<file path="src/hw/rtl/tte_pkg.sv">
// Shared types, codes and sizes for the token expiry table.
`default_nettype none
package tte_pkg;

  localparam int unsigned Entries = 16;
  localparam int unsigned IdxW    = (Entries > 1) ? $clog2(Entries) : 1;
  localparam int unsigned LiveW   = 5;
  localparam int unsigned CntW    = ($clog2(Entries + 1) > LiveW) ? $clog2(Entries + 1) : LiveW;
  localparam int unsigned TtlW    = 24;
  localparam int unsigned TimeW   = 32;
  localparam int unsigned KeyW    = 32;

  // operation codes
  localparam logic [1:0] OpGenerate = 2'd0;
  localparam logic [1:0] OpRenew    = 2'd1;
  localparam logic [1:0] OpCount    = 2'd2;

  // status codes
  localparam logic [1:0] StDone        = 2'd0;
  localparam logic [1:0] StRenewIgnore = 2'd1;
  localparam logic [1:0] StTableFull   = 2'd2;

  typedef struct packed {
    logic [1:0]       operation;
    logic [KeyW-1:0]  token_key;
    logic [TimeW-1:0] current_time;
  } tte_req_t;

  typedef struct packed {
    logic [LiveW-1:0] live_count;
    logic [1:0]       status;
  } tte_rsp_t;

  typedef struct packed {
    logic [KeyW-1:0]  key;
    logic [TimeW-1:0] expiry;
  } tte_entry_t;

  typedef struct packed {
    logic            rd_en;
    logic [IdxW-1:0] rd_addr;
    logic            wr_en;
    logic [IdxW-1:0] wr_addr;
    tte_entry_t      wr_data;
  } tte_ram_ctl_t;

endpackage
`default_nettype wire

</file>
<file path="src/hw/rtl/tte_ram.sv">
// Key and expiry storage: one write port, one registered read port.
`default_nettype none
module tte_ram (
  input  wire logic                  clk_i,
  input  wire tte_pkg::tte_ram_ctl_t ctl_i,
  output tte_pkg::tte_entry_t        rdata_o
);
  import tte_pkg::*;

  tte_entry_t mem [Entries];
  tte_entry_t rdata_q;

  always_ff @(posedge clk_i) begin
    if (ctl_i.wr_en) begin
      mem[ctl_i.wr_addr] <= ctl_i.wr_data;
    end
    if (ctl_i.rd_en) begin
      rdata_q <= mem[ctl_i.rd_addr];
    end
  end

  assign rdata_o = rdata_q;

endmodule
`default_nettype wire

</file>
<file path="src/hw/rtl/tte_engine.sv">
// Request sequencer: scans the table to expire, match and count, then writes back.
`default_nettype none
module tte_engine (
  input  wire logic                      clk_i,
  input  wire logic                      rst_ni,
  input  wire logic                      req_valid_i,
  output logic                           req_stall_o,
  input  wire tte_pkg::tte_req_t         req_i,
  input  wire logic [tte_pkg::TtlW-1:0]  ttl_i,
  output logic                           rsp_valid_o,
  input  wire logic                      rsp_ready_i,
  output tte_pkg::tte_rsp_t              rsp_o,
  output tte_pkg::tte_ram_ctl_t          ram_o,
  input  wire tte_pkg::tte_entry_t       ram_rdata_i
);
  import tte_pkg::*;

  typedef enum logic [3:0] {
    S_IDLE  = 4'b0001,
    S_SCAN  = 4'b0010,
    S_WRITE = 4'b0100,
    S_DONE  = 4'b1000
  } state_e;

  state_e             state_q, state_d;
  logic [Entries-1:0] valid_q, valid_d;
  logic [IdxW:0]      iss_q, iss_d;
  logic               chk_v_q, chk_v_d;
  logic [IdxW-1:0]    chk_idx_q, chk_idx_d;
  logic [CntW-1:0]    cnt_q, cnt_d;
  logic               match_q, match_d;
  logic [IdxW-1:0]    match_idx_q, match_idx_d;
  logic               free_q, free_d;
  logic [IdxW-1:0]    free_idx_q, free_idx_d;
  tte_req_t           req_q, req_d;
  tte_rsp_t           rsp_q, rsp_d;

  logic [TtlW-1:0]    life;
  logic [TimeW:0]     exp_sum;
  logic [TimeW-1:0]   exp_new;
  logic               accept;

  assign accept      = req_valid_i && (state_q == S_IDLE);
  assign req_stall_o = (state_q != S_IDLE);
  assign rsp_valid_o = (state_q == S_DONE);
  assign rsp_o       = rsp_q;

  // zero ttl behaves as one; expiry saturates at the top time
  assign life    = (ttl_i == '0) ? TtlW'(1) : ttl_i;
  assign exp_sum = {1'b0, req_q.current_time} + {{(TimeW + 1 - TtlW){1'b0}}, life};
  assign exp_new = exp_sum[TimeW] ? '1 : exp_sum[TimeW-1:0];

  always_comb begin
    state_d     = state_q;
    valid_d     = valid_q;
    iss_d       = iss_q;
    chk_v_d     = 1'b0;
    chk_idx_d   = chk_idx_q;
    cnt_d       = cnt_q;
    match_d     = match_q;
    match_idx_d = match_idx_q;
    free_d      = free_q;
    free_idx_d  = free_idx_q;
    req_d       = req_q;
    rsp_d       = rsp_q;
    ram_o       = '0;

    unique case (state_q)
      S_IDLE: begin
        if (accept) begin
          req_d   = req_i;
          iss_d   = '0;
          cnt_d   = '0;
          match_d = 1'b0;
          free_d  = 1'b0;
          state_d = S_SCAN;
        end
      end
      S_SCAN: begin
        if (iss_q != (IdxW + 1)'(Entries)) begin
          ram_o.rd_en   = 1'b1;
          ram_o.rd_addr = iss_q[IdxW-1:0];
          chk_v_d       = 1'b1;
          chk_idx_d     = iss_q[IdxW-1:0];
          iss_d         = iss_q + (IdxW + 1)'(1);
        end
        if (chk_v_q) begin
          if (valid_q[chk_idx_q] && (ram_rdata_i.expiry > req_q.current_time)) begin
            cnt_d = cnt_q + CntW'(1);
            if (ram_rdata_i.key == req_q.token_key) begin
              match_d     = 1'b1;
              match_idx_d = chk_idx_q;
            end
          end else begin
            valid_d[chk_idx_q] = 1'b0;
            if (!free_q) begin
              free_d     = 1'b1;
              free_idx_d = chk_idx_q;
            end
          end
          if (chk_idx_q == IdxW'(Entries - 1)) begin
            state_d = S_WRITE;
          end
        end
      end
      S_WRITE: begin
        rsp_d.status        = StDone;
        ram_o.wr_data.key    = req_q.token_key;
        ram_o.wr_data.expiry = exp_new;
        case (req_q.operation)
          OpGenerate: begin
            if (match_q) begin
              ram_o.wr_en   = 1'b1;
              ram_o.wr_addr = match_idx_q;
            end else if (free_q) begin
              ram_o.wr_en         = 1'b1;
              ram_o.wr_addr       = free_idx_q;
              valid_d[free_idx_q] = 1'b1;
              cnt_d               = cnt_q + CntW'(1);
            end else begin
              rsp_d.status = StTableFull;
            end
          end
          OpRenew: begin
            if (match_q) begin
              ram_o.wr_en   = 1'b1;
              ram_o.wr_addr = match_idx_q;
            end else begin
              rsp_d.status = StRenewIgnore;
            end
          end
          default: begin
          end
        endcase
        rsp_d.live_count = cnt_d[LiveW-1:0];
        state_d          = S_DONE;
      end
      S_DONE: begin
        if (rsp_ready_i) begin
          state_d = S_IDLE;
        end
      end
      default: begin
        state_d = S_IDLE;
      end
    endcase
  end

  always_ff @(posedge clk_i or negedge rst_ni) begin
    if (!rst_ni) begin
      state_q <= S_IDLE;
      valid_q <= '0;
      iss_q   <= '0;
      chk_v_q <= 1'b0;
      cnt_q   <= '0;
      match_q <= 1'b0;
      free_q  <= 1'b0;
    end else begin
      state_q <= state_d;
      valid_q <= valid_d;
      iss_q   <= iss_d;
      chk_v_q <= chk_v_d;
      cnt_q   <= cnt_d;
      match_q <= match_d;
      free_q  <= free_d;
    end
  end

  always_ff @(posedge clk_i) begin
    chk_idx_q   <= chk_idx_d;
    match_idx_q <= match_idx_d;
    free_idx_q  <= free_idx_d;
    req_q       <= req_d;
    rsp_q       <= rsp_d;
  end

endmodule
`default_nettype wire

</file>
<file path="src/hw/rtl/ttl_token_expiry_table.sv">
// Token expiry table top level: ttl register, engine, storage and result register.
// A table of Entries token keys, each with an expiry time, held in a
// single-port-write, registered-read RAM with valid bits in flops. Each
// request walks the whole table once, one entry per cycle through the RAM
// read port, dropping entries whose expiry is at or before the request's
// time, looking for the key and counting live entries; a write state then
// writes the refreshed or new entry back, if there is one. No new request
// is taken until the engine has handed its result on, which waits while a
// stalled result still fills the output register. The ttl register is
// written through its own valid/ready port, always ready, and should only
// be changed while no request is in flight.
`default_nettype none
module ttl_token_expiry_table (
  input  wire logic                      clk_i,
  input  wire logic                      rst_ni,
  input  wire logic                      in_valid_i,
  output logic                           in_stall_o,
  input  wire tte_pkg::tte_req_t         in_data_i,
  output logic                           out_valid_o,
  input  wire logic                      out_stall_i,
  output tte_pkg::tte_rsp_t              out_data_o,
  input  wire logic                      cfg_valid_i,
  output logic                           cfg_ready_o,
  input  wire logic [tte_pkg::TtlW-1:0]  cfg_data_i
);
  import tte_pkg::*;

  logic [TtlW-1:0] ttl_q;
  logic            out_valid_q, out_valid_d;
  tte_rsp_t        out_data_q;
  logic            rsp_valid, rsp_ready;
  tte_rsp_t        rsp;
  tte_ram_ctl_t    ram_ctl;
  tte_entry_t      ram_rdata;

  assign cfg_ready_o = 1'b1;

  tte_engine u_engine (
    .clk_i       (clk_i),
    .rst_ni      (rst_ni),
    .req_valid_i (in_valid_i),
    .req_stall_o (in_stall_o),
    .req_i       (in_data_i),
    .ttl_i       (ttl_q),
    .rsp_valid_o (rsp_valid),
    .rsp_ready_i (rsp_ready),
    .rsp_o       (rsp),
    .ram_o       (ram_ctl),
    .ram_rdata_i (ram_rdata)
  );

  tte_ram u_ram (
    .clk_i   (clk_i),
    .ctl_i   (ram_ctl),
    .rdata_o (ram_rdata)
  );

  // result register frees the engine while the consumer stalls
  assign rsp_ready = !out_valid_q || !out_stall_i;

  always_comb begin
    out_valid_d = out_valid_q;
    if (rsp_valid && rsp_ready) begin
      out_valid_d = 1'b1;
    end else if (!out_stall_i) begin
      out_valid_d = 1'b0;
    end
  end

  always_ff @(posedge clk_i or negedge rst_ni) begin
    if (!rst_ni) begin
      ttl_q       <= TtlW'(1);
      out_valid_q <= 1'b0;
    end else begin
      if (cfg_valid_i && cfg_ready_o) begin
        ttl_q <= cfg_data_i;
      end
      out_valid_q <= out_valid_d;
    end
  end

  always_ff @(posedge clk_i) begin
    if (rsp_valid && rsp_ready) begin
      out_data_q <= rsp;
    end
  end

  assign out_valid_o = out_valid_q;
  assign out_data_o  = out_data_q;

  // a request taken keeps the input stalled for the scan
  a_busy_after_accept: assert property (@(posedge clk_i) disable iff (!rst_ni)
    (in_valid_i && !in_stall_o) |=> in_stall_o)
    else $error("input not stalled after request accepted");

  // engine cannot hold a finished result and take a new request
  a_no_accept_with_result: assert property (@(posedge clk_i) disable iff (!rst_ni)
    rsp_valid |-> in_stall_o)
    else $error("input open while result pending in engine");

  a_count_bound: assert property (@(posedge clk_i) disable iff (!rst_ni)
    out_valid_o |-> (int'(out_data_o.live_count) <= Entries))
    else $error("live count above table size");

  a_status_code: assert property (@(posedge clk_i) disable iff (!rst_ni)
    out_valid_o |-> (out_data_o.status == StDone || out_data_o.status == StRenewIgnore ||
                     out_data_o.status == StTableFull))
    else $error("unknown status code");

endmodule
`default_nettype wire

</file>
<file path="config.mk">
export PLATFORM = sky130hd
export DESIGN_NAME = ttl_token_expiry_table
export DESIGN_NICKNAME = d
export VERILOG_FILES = /design/src/hw/rtl/tte_pkg.sv /design/src/hw/rtl/tte_ram.sv /design/src/hw/rtl/tte_engine.sv /design/src/hw/rtl/ttl_token_expiry_table.sv
export SDC_FILE = /design/constraint.sdc
export NUM_CORES = 2
export LEC_CHECK = 0
export ABC_AREA = 1
export BUFFER_PORTS_ARGS = -buffer_cell sky130_fd_sc_hd__buf_2
export CAP_MARGIN = 10
export CORE_ASPECT_RATIO = 2
export CORE_MARGIN = 2
export CORE_UTILIZATION = 36
export DETAILED_ROUTE_END_ITERATION = 8
export PLACE_DENSITY = 0.53
export SYNTH_ARGS = -nofsm -noshare
export SYNTH_HDL_FRONTEND = slang
export SYNTH_HIERARCHICAL = 1
export SYNTH_SLANG_ARGS = --single-unit
export TNS_END_PERCENT = 50
</file>
<file path="constraint.sdc">
create_clock -name clk_i -period 5.5 [get_ports clk_i]
set_input_delay 0.55 -clock clk_i [delete_from_list [all_inputs] [get_ports clk_i]]
set_output_delay 0.55 -clock clk_i [all_outputs]
set_load 0.05 [all_outputs]
</file>
== After elaboration in Yosys (flattened, before gate mapping) ==
Memory sizes are Yosys's and may differ from the RTL's. A register that Yosys moved wholly into a read port is not among the register bits.
Index checks and enable logic that the tools add are counted.

* Latch bits: 0
* Register bits: 150
* Input port bits: 95
* Memory bits (writable): 1024
* Memories: 1
* Output and inout port bits: 10
* Logic and storage cells: 130
* ROM bits: 0

* Divide/modulo/power cells: 0
* Reduce and logical (&&, ||, !) cells: 23
* $lt $le $gt $ge: 5
* Multiplexer cells: 53
* Eq/ne operators: 21
* Shift-type cells: 0
* Bitwise gates (word level): 5
* Multiply operators: 0
* $add $sub $neg: 3

{| class="wikitable"
|+ Memory list
! name !! depth !! bits a word !! read ports !! clocked after memory_dff !! write ports !! line !! source
|-
| u_ram.mem || 16 || 64 || 1 || 1 || 1 || tte_ram.sv:10 || <nowiki>tte_entry_t mem [Entries];</nowiki>
|}

{| class="wikitable"
|+ Operators with widths
! operator !! count
|-
| 16-bit two-way mux || 5
|-
| 69-bit two-way mux || 1
|-
| 5-bit two-way mux || 12
|-
| 32-bit by 24-bit adder with 33-bit output || 1
|-
| 32-bit equality test || 1
|-
| 32-bit > comparator || 1
|-
| 32-bit two-way mux || 1
|-
| 16-bit one-hot mux with 2 select lines || 1
|-
| 24-bit logical NOT || 1
|-
| 24-bit two-way mux || 1
|-
| 5-bit one-hot mux with 2 select lines || 2
|-
| 4-bit AND reduction || 5
|-
| 2-bit by 1-bit inequality test with 1-bit output (second input constant) || 9
|-
| 16-bit AND || 1
|-
| 1-bit two-way mux || 16
|-
| 4-bit two-way mux || 4
|-
| 16-bit NOT || 1
|-
| 16-bit OR || 1
|-
| 4-bit one-hot mux with 4 select lines || 1
|-
| 5-bit one-hot mux with 3 select lines || 1
|-
| 5-bit by 1-bit adder with 5-bit output (second input constant) || 2
|-
| 4-bit by 5-bit less-than comparator with 1-bit output (second input constant) || 2
|-
| 1-bit demux with 4-bit select || 2
|-
| 4-bit equality test (second input constant) || 2
|-
| other kinds (23) || 36
|}

== Depth between registers and ports, before layout ==
* Depth in word-level cells: 9
* Mapped depth: 20
* Depth with buffers taken out: 19

== By module ==
The synthesis kept the hierarchy.

{| class="wikitable"
|+ Modules (own cells, without submodules)
! module !! area an instance (µm²) !! cells an instance !! times used !! seq. area each (µm²)
|-
| tte_ram || 45926.5 || 4210 || 1 || 32671.3
|-
| tte_engine || 8694.6 || 1175 || 1 || 3379.5
|-
| ttl_token_expiry_table || 1238.7 || 116 || 1 || 837.1
|}

== Least setup slack after synthesis ==
No wires, ideal clock.

* Path kind: flip-flop to flip-flop
* From: register u_engine.state_q[1]
* To: memory u_ram/mem[12][0] (netlist name) (enable)
* Buffers on the path: 2
* Slack: 0.638 ns
* Cell stages (with the launch flop): 10
* Required time: 5.013 ns
* Library setup time: 0.487 ns
* Arrival: 4.375 ns
* Period minus slack after synthesis: 4.862 ns
* Cell sequence: dfrtp_1 nor2_1 inv_2 nor3_2 buf_2 buf_2 nand2_1 o21ai_0 nand3_1 nor2_1

{| class="wikitable"
|+ RTL lines
! item !! line !! source
|-
| start: declaration || tte_engine.sv:25 || <nowiki>state_e state_q, state_d;</nowiki>
|-
| start signal: assignment || tte_engine.sv:159 || <nowiki>state_q <= state_d;</nowiki>
|-
| end: declaration || tte_ram.sv:10 ||
|}

==> results.sh <==
export IMPL_drc_errors=0
export IMPL_numCtsBuffers=108
export IMPL_fin_nets=5764
export IMPL_ys_warn_count=6
export IMPL_place_inst=7481
export IMPL_peakVddDrop_v=0.000270
export IMPL_clockBufferDepth=3
export IMPL_path_max_fanout=16
export IMPL_grt_max_degree=198
export IMPL_r2r_start="ttl_q[20]"
export IMPL_syn_avg_cell_area_um2=10.2
export IMPL_period_needed_ns=4.22
export IMPL_io_pin_count=105
export IMPL_final_cell_mix="1,709 x nand2_1, 1,180 x edfxtp_1, 949 x inv_1, 825 x nand3_1, 135 x nor2_1"
export IMPL_status="finished clean"
export IMPL_tns_ns=0
export IMPL_drive_gt1_frac=0.0690
export IMPL_hold_viol=0
export IMPL_min_from="cfg_data_i[11]"
export IMPL_finalWorstSetupSlack_ns=1.28
export IMPL_skew_ns=0.0422
export IMPL_wire_per_inst_um=19.7
export IMPL_cts_sinks=1238
export IMPL_p_per_area_nw_per_um2=362
export IMPL_final_common_cell="nand2_1"
export IMPL_rows=204
export IMPL_post_route_period_util=0.768
export IMPL_coreArea_um2=154000
export IMPL_wirelength_um=153000
export IMPL_die_h_um=561
export IMPL_detail_route_first_pass_iterations=6
export IMPL_place_hpwl_um=86000
export IMPL_synth_flop_cell="edfxtp_1"
export IMPL_endpoint_kind="flip-flop"
export IMPL_crit_start="ttl_q[20]"
export IMPL_overflow=0
export IMPL_post_route_util=0.407
export IMPL_arrival_ns=4.59
export IMPL_instances_no_fill=7759
export IMPL_yosys_top_cells_area="edfxtp_1 63%, nand2_1 11%, nand3_1 7.4%, inv_1 6.4%, dfrtp_1 2.5%"
export IMPL_hp_class="primary input to flip-flop"
export IMPL_io_buffers=103
export IMPL_synth_area_um2=55900
export IMPL_synth_top_area_cell="edfxtp_1"
export IMPL_synthDistinctLibCells=52
export IMPL_clkSlewWorstSetupHoldPaths_ns=0.07
export IMPL_drt_iter0_drc=2772
export IMPL_initial_core_util=0.362
export IMPL_tritoncts="done"
export IMPL_dp_slack_ns=1.27
export IMPL_first_global_vias=36900
export IMPL_clk_latency_ns=0.74
export IMPL_setup_viol_count_final=0
export IMPL_required_ns=5.86
export IMPL_async_flop_share=0.0468
export IMPL_max_cap_violations=0
export IMPL_vias_per_cell=4.81
export IMPL_track_usage=0.193
export IMPL_synth_top_area_share=0.634
export IMPL_worstSetupPathType="flip-flop to flip-flop"
export IMPL_syn_nets=5656
export IMPL_vias=37400
export IMPL_fmax_ghz=0.237
export IMPL_power_leakage_uw=0.0265
export IMPL_h_tree_depth=3
export IMPL_slew_viol_final=0
export IMPL_place_gp_congestion=0.864
export IMPL_clockRootBuffer="clkbuf_16"
export IMPL_ant_nets=0
export IMPL_ys_seq_area_frac=0.660
export IMPL_grt_first_pass_wirelength_um=229000
export IMPL_synthToLayoutAreaGrowth_pct=12.3
export IMPL_die_area_um2=159000
export IMPL_rsz0062_at_grt="false"
export IMPL_synthCells=5501
export IMPL_grt_antenna_before_repair=2
export IMPL_setup_worst_path_start_class="flip-flop"
export IMPL_relSlewSlack=0.213
export IMPL_tightest_slew_ns=1.18
export IMPL_ys_seq_elements=1238
export IMPL_die_w_um=283
export IMPL_synth_edf_count=1180
export IMPL_cts_resized=0
export IMPL_fillers=14800
## report_power, final
| group | leakage [uW] | total [uW] | switching (uW) | internal [uW] |
|---|---|---|---|---|
| registers | 0.0127 | 11200 | 314 | 10900 |
| clock network | 0.00168 | 7540 | 3490 | 4050 |
| logic | 0.0121 | 3990 | 2870 | 1120 |
| total | 0.0265 | 22700 | 6680 | 16000 |
## routing by layer
layer,global-route usage,share of wire,up-vias
met5,0,0,-
met4,0.0713,0.036,0
met3,0.0207,0.041,247
met2,0.358,0.53,912
met1,0.226,0.39,18200
li1,-,-,18000
## metrics by stage
stage,total power (uW),hold WS (ns),instance area [um2]
2_1_floorplan,14100,0.254,55900
3_3_place_gp,15400,0.402,58500
3_5_place_dp,15400,0.405,58500
4_1_cts,23000,0.00144,62700
5_1_grt,23800,0.0323,62700
6_report,22700,0.0421,62700
## final timing paths
| kind | slack, ns | end | cells after the start |
|---|---|---|---|
| max | 1.28 | u_ram/mem[10][22] | 15 |
| min | 0.04 | ttl_q[11] | 3 |
| max reg2reg | 1.28 | u_ram/mem[10][22] | 15 |
| min reg2reg | 0.42 | out_data_o[3] | 0 |
| max in group asynchronous | 4.41 | ttl_q[10] | 3 |
| min in group asynchronous | 0.52 | u_engine/valid_q[5] | 3 |
## state kept, by name, indices dropped and copies added, names as in the netlist
signal	flops
u_ram/mem	1024
u_engine/iss_q	5
out_data_o	7
u_engine/valid_q	16
ttl_q	24
u_engine/req_q	66
out_valid_o	1
u_engine/match_idx_q	4
u_engine/cnt_q	5
u_ram/rdata_o	64
u_engine/state_q	4
u_engine/chk_v_q	1
u_engine/match_q	1
u_engine/free_idx_q	4
u_engine/rsp_o	7
u_engine/free_q	1
u_engine/chk_idx_q	4
## kinds of logic after synthesis
group,after synthesis,share of synthesized area
other,1,0.0000671
AND/OR/NAND/NOR,2766,0.208
AO/OA/AOI/OAI,169,0.0163
adder cells (fa/ha/maj),60,0.0136
XOR/XNOR,49,0.00768
buffers and inverters,1218,0.0936
flip-flops,1238,0.660
## what timing repair did
item | in CTS | in global routing
hold buffers | 77 | 0
hold endpoints to repair | 93 | 0
buffers inserted | 0 | 0
## synthesized netlist by cell type (13+ instances only)
master / count
a21oi_1: 61
buf_1: 13
buf_2: 123
buf_4: 19
buf_6: 51
clkbuf_1: 49
dfrtp_1: 56
edfxtp_1: 1180
ha_1: 59
inv_1: 950
nand2_1: 1709
nand3_1: 825
nand4_1: 28
nor2_1: 157
o21ai_0: 75
xnor2_1: 23
xor2_1: 26
## worst max-delay path, stage by stage (launching register included)
cell	delay, ns
dfrtp_1	0.41
nor4_1	0.61
nand3_1	0.14
o21bai_1	0.21
ha_1	0.24
fa_1	0.27
nand2_1	0.07
nand2_1	0.07
o21ai_1	0.12
o21ai_0	0.31
nand3_1	0.12
nand2_1	0.19
nand2_1	0.11
nand3_1	0.08
nand2_1	0.07
a21oi_1	0.82
## cell type report
| cell class | count | area, um2 | area share |
|---|---|---|---|
| Sequential cell | 1238 | 36900 | 0.588 |
| Multi-Input combinational cell | 3045 | 13900 | 0.222 |
| Inverter | 960 | 3650 | 0.0581 |
| Clock buffer | 130 | 2790 | 0.0444 |
| Tap cell | 2060 | 2580 | 0.0411 |
| Timing Repair Buffer | 256 | 2260 | 0.0360 |
| Clock inverter | 69 | 654 | 0.0104 |
| Antenna cell | 1 | 2.50 | 0.0000399 |
No activity file was read; power rests on OpenSTA's default activity.
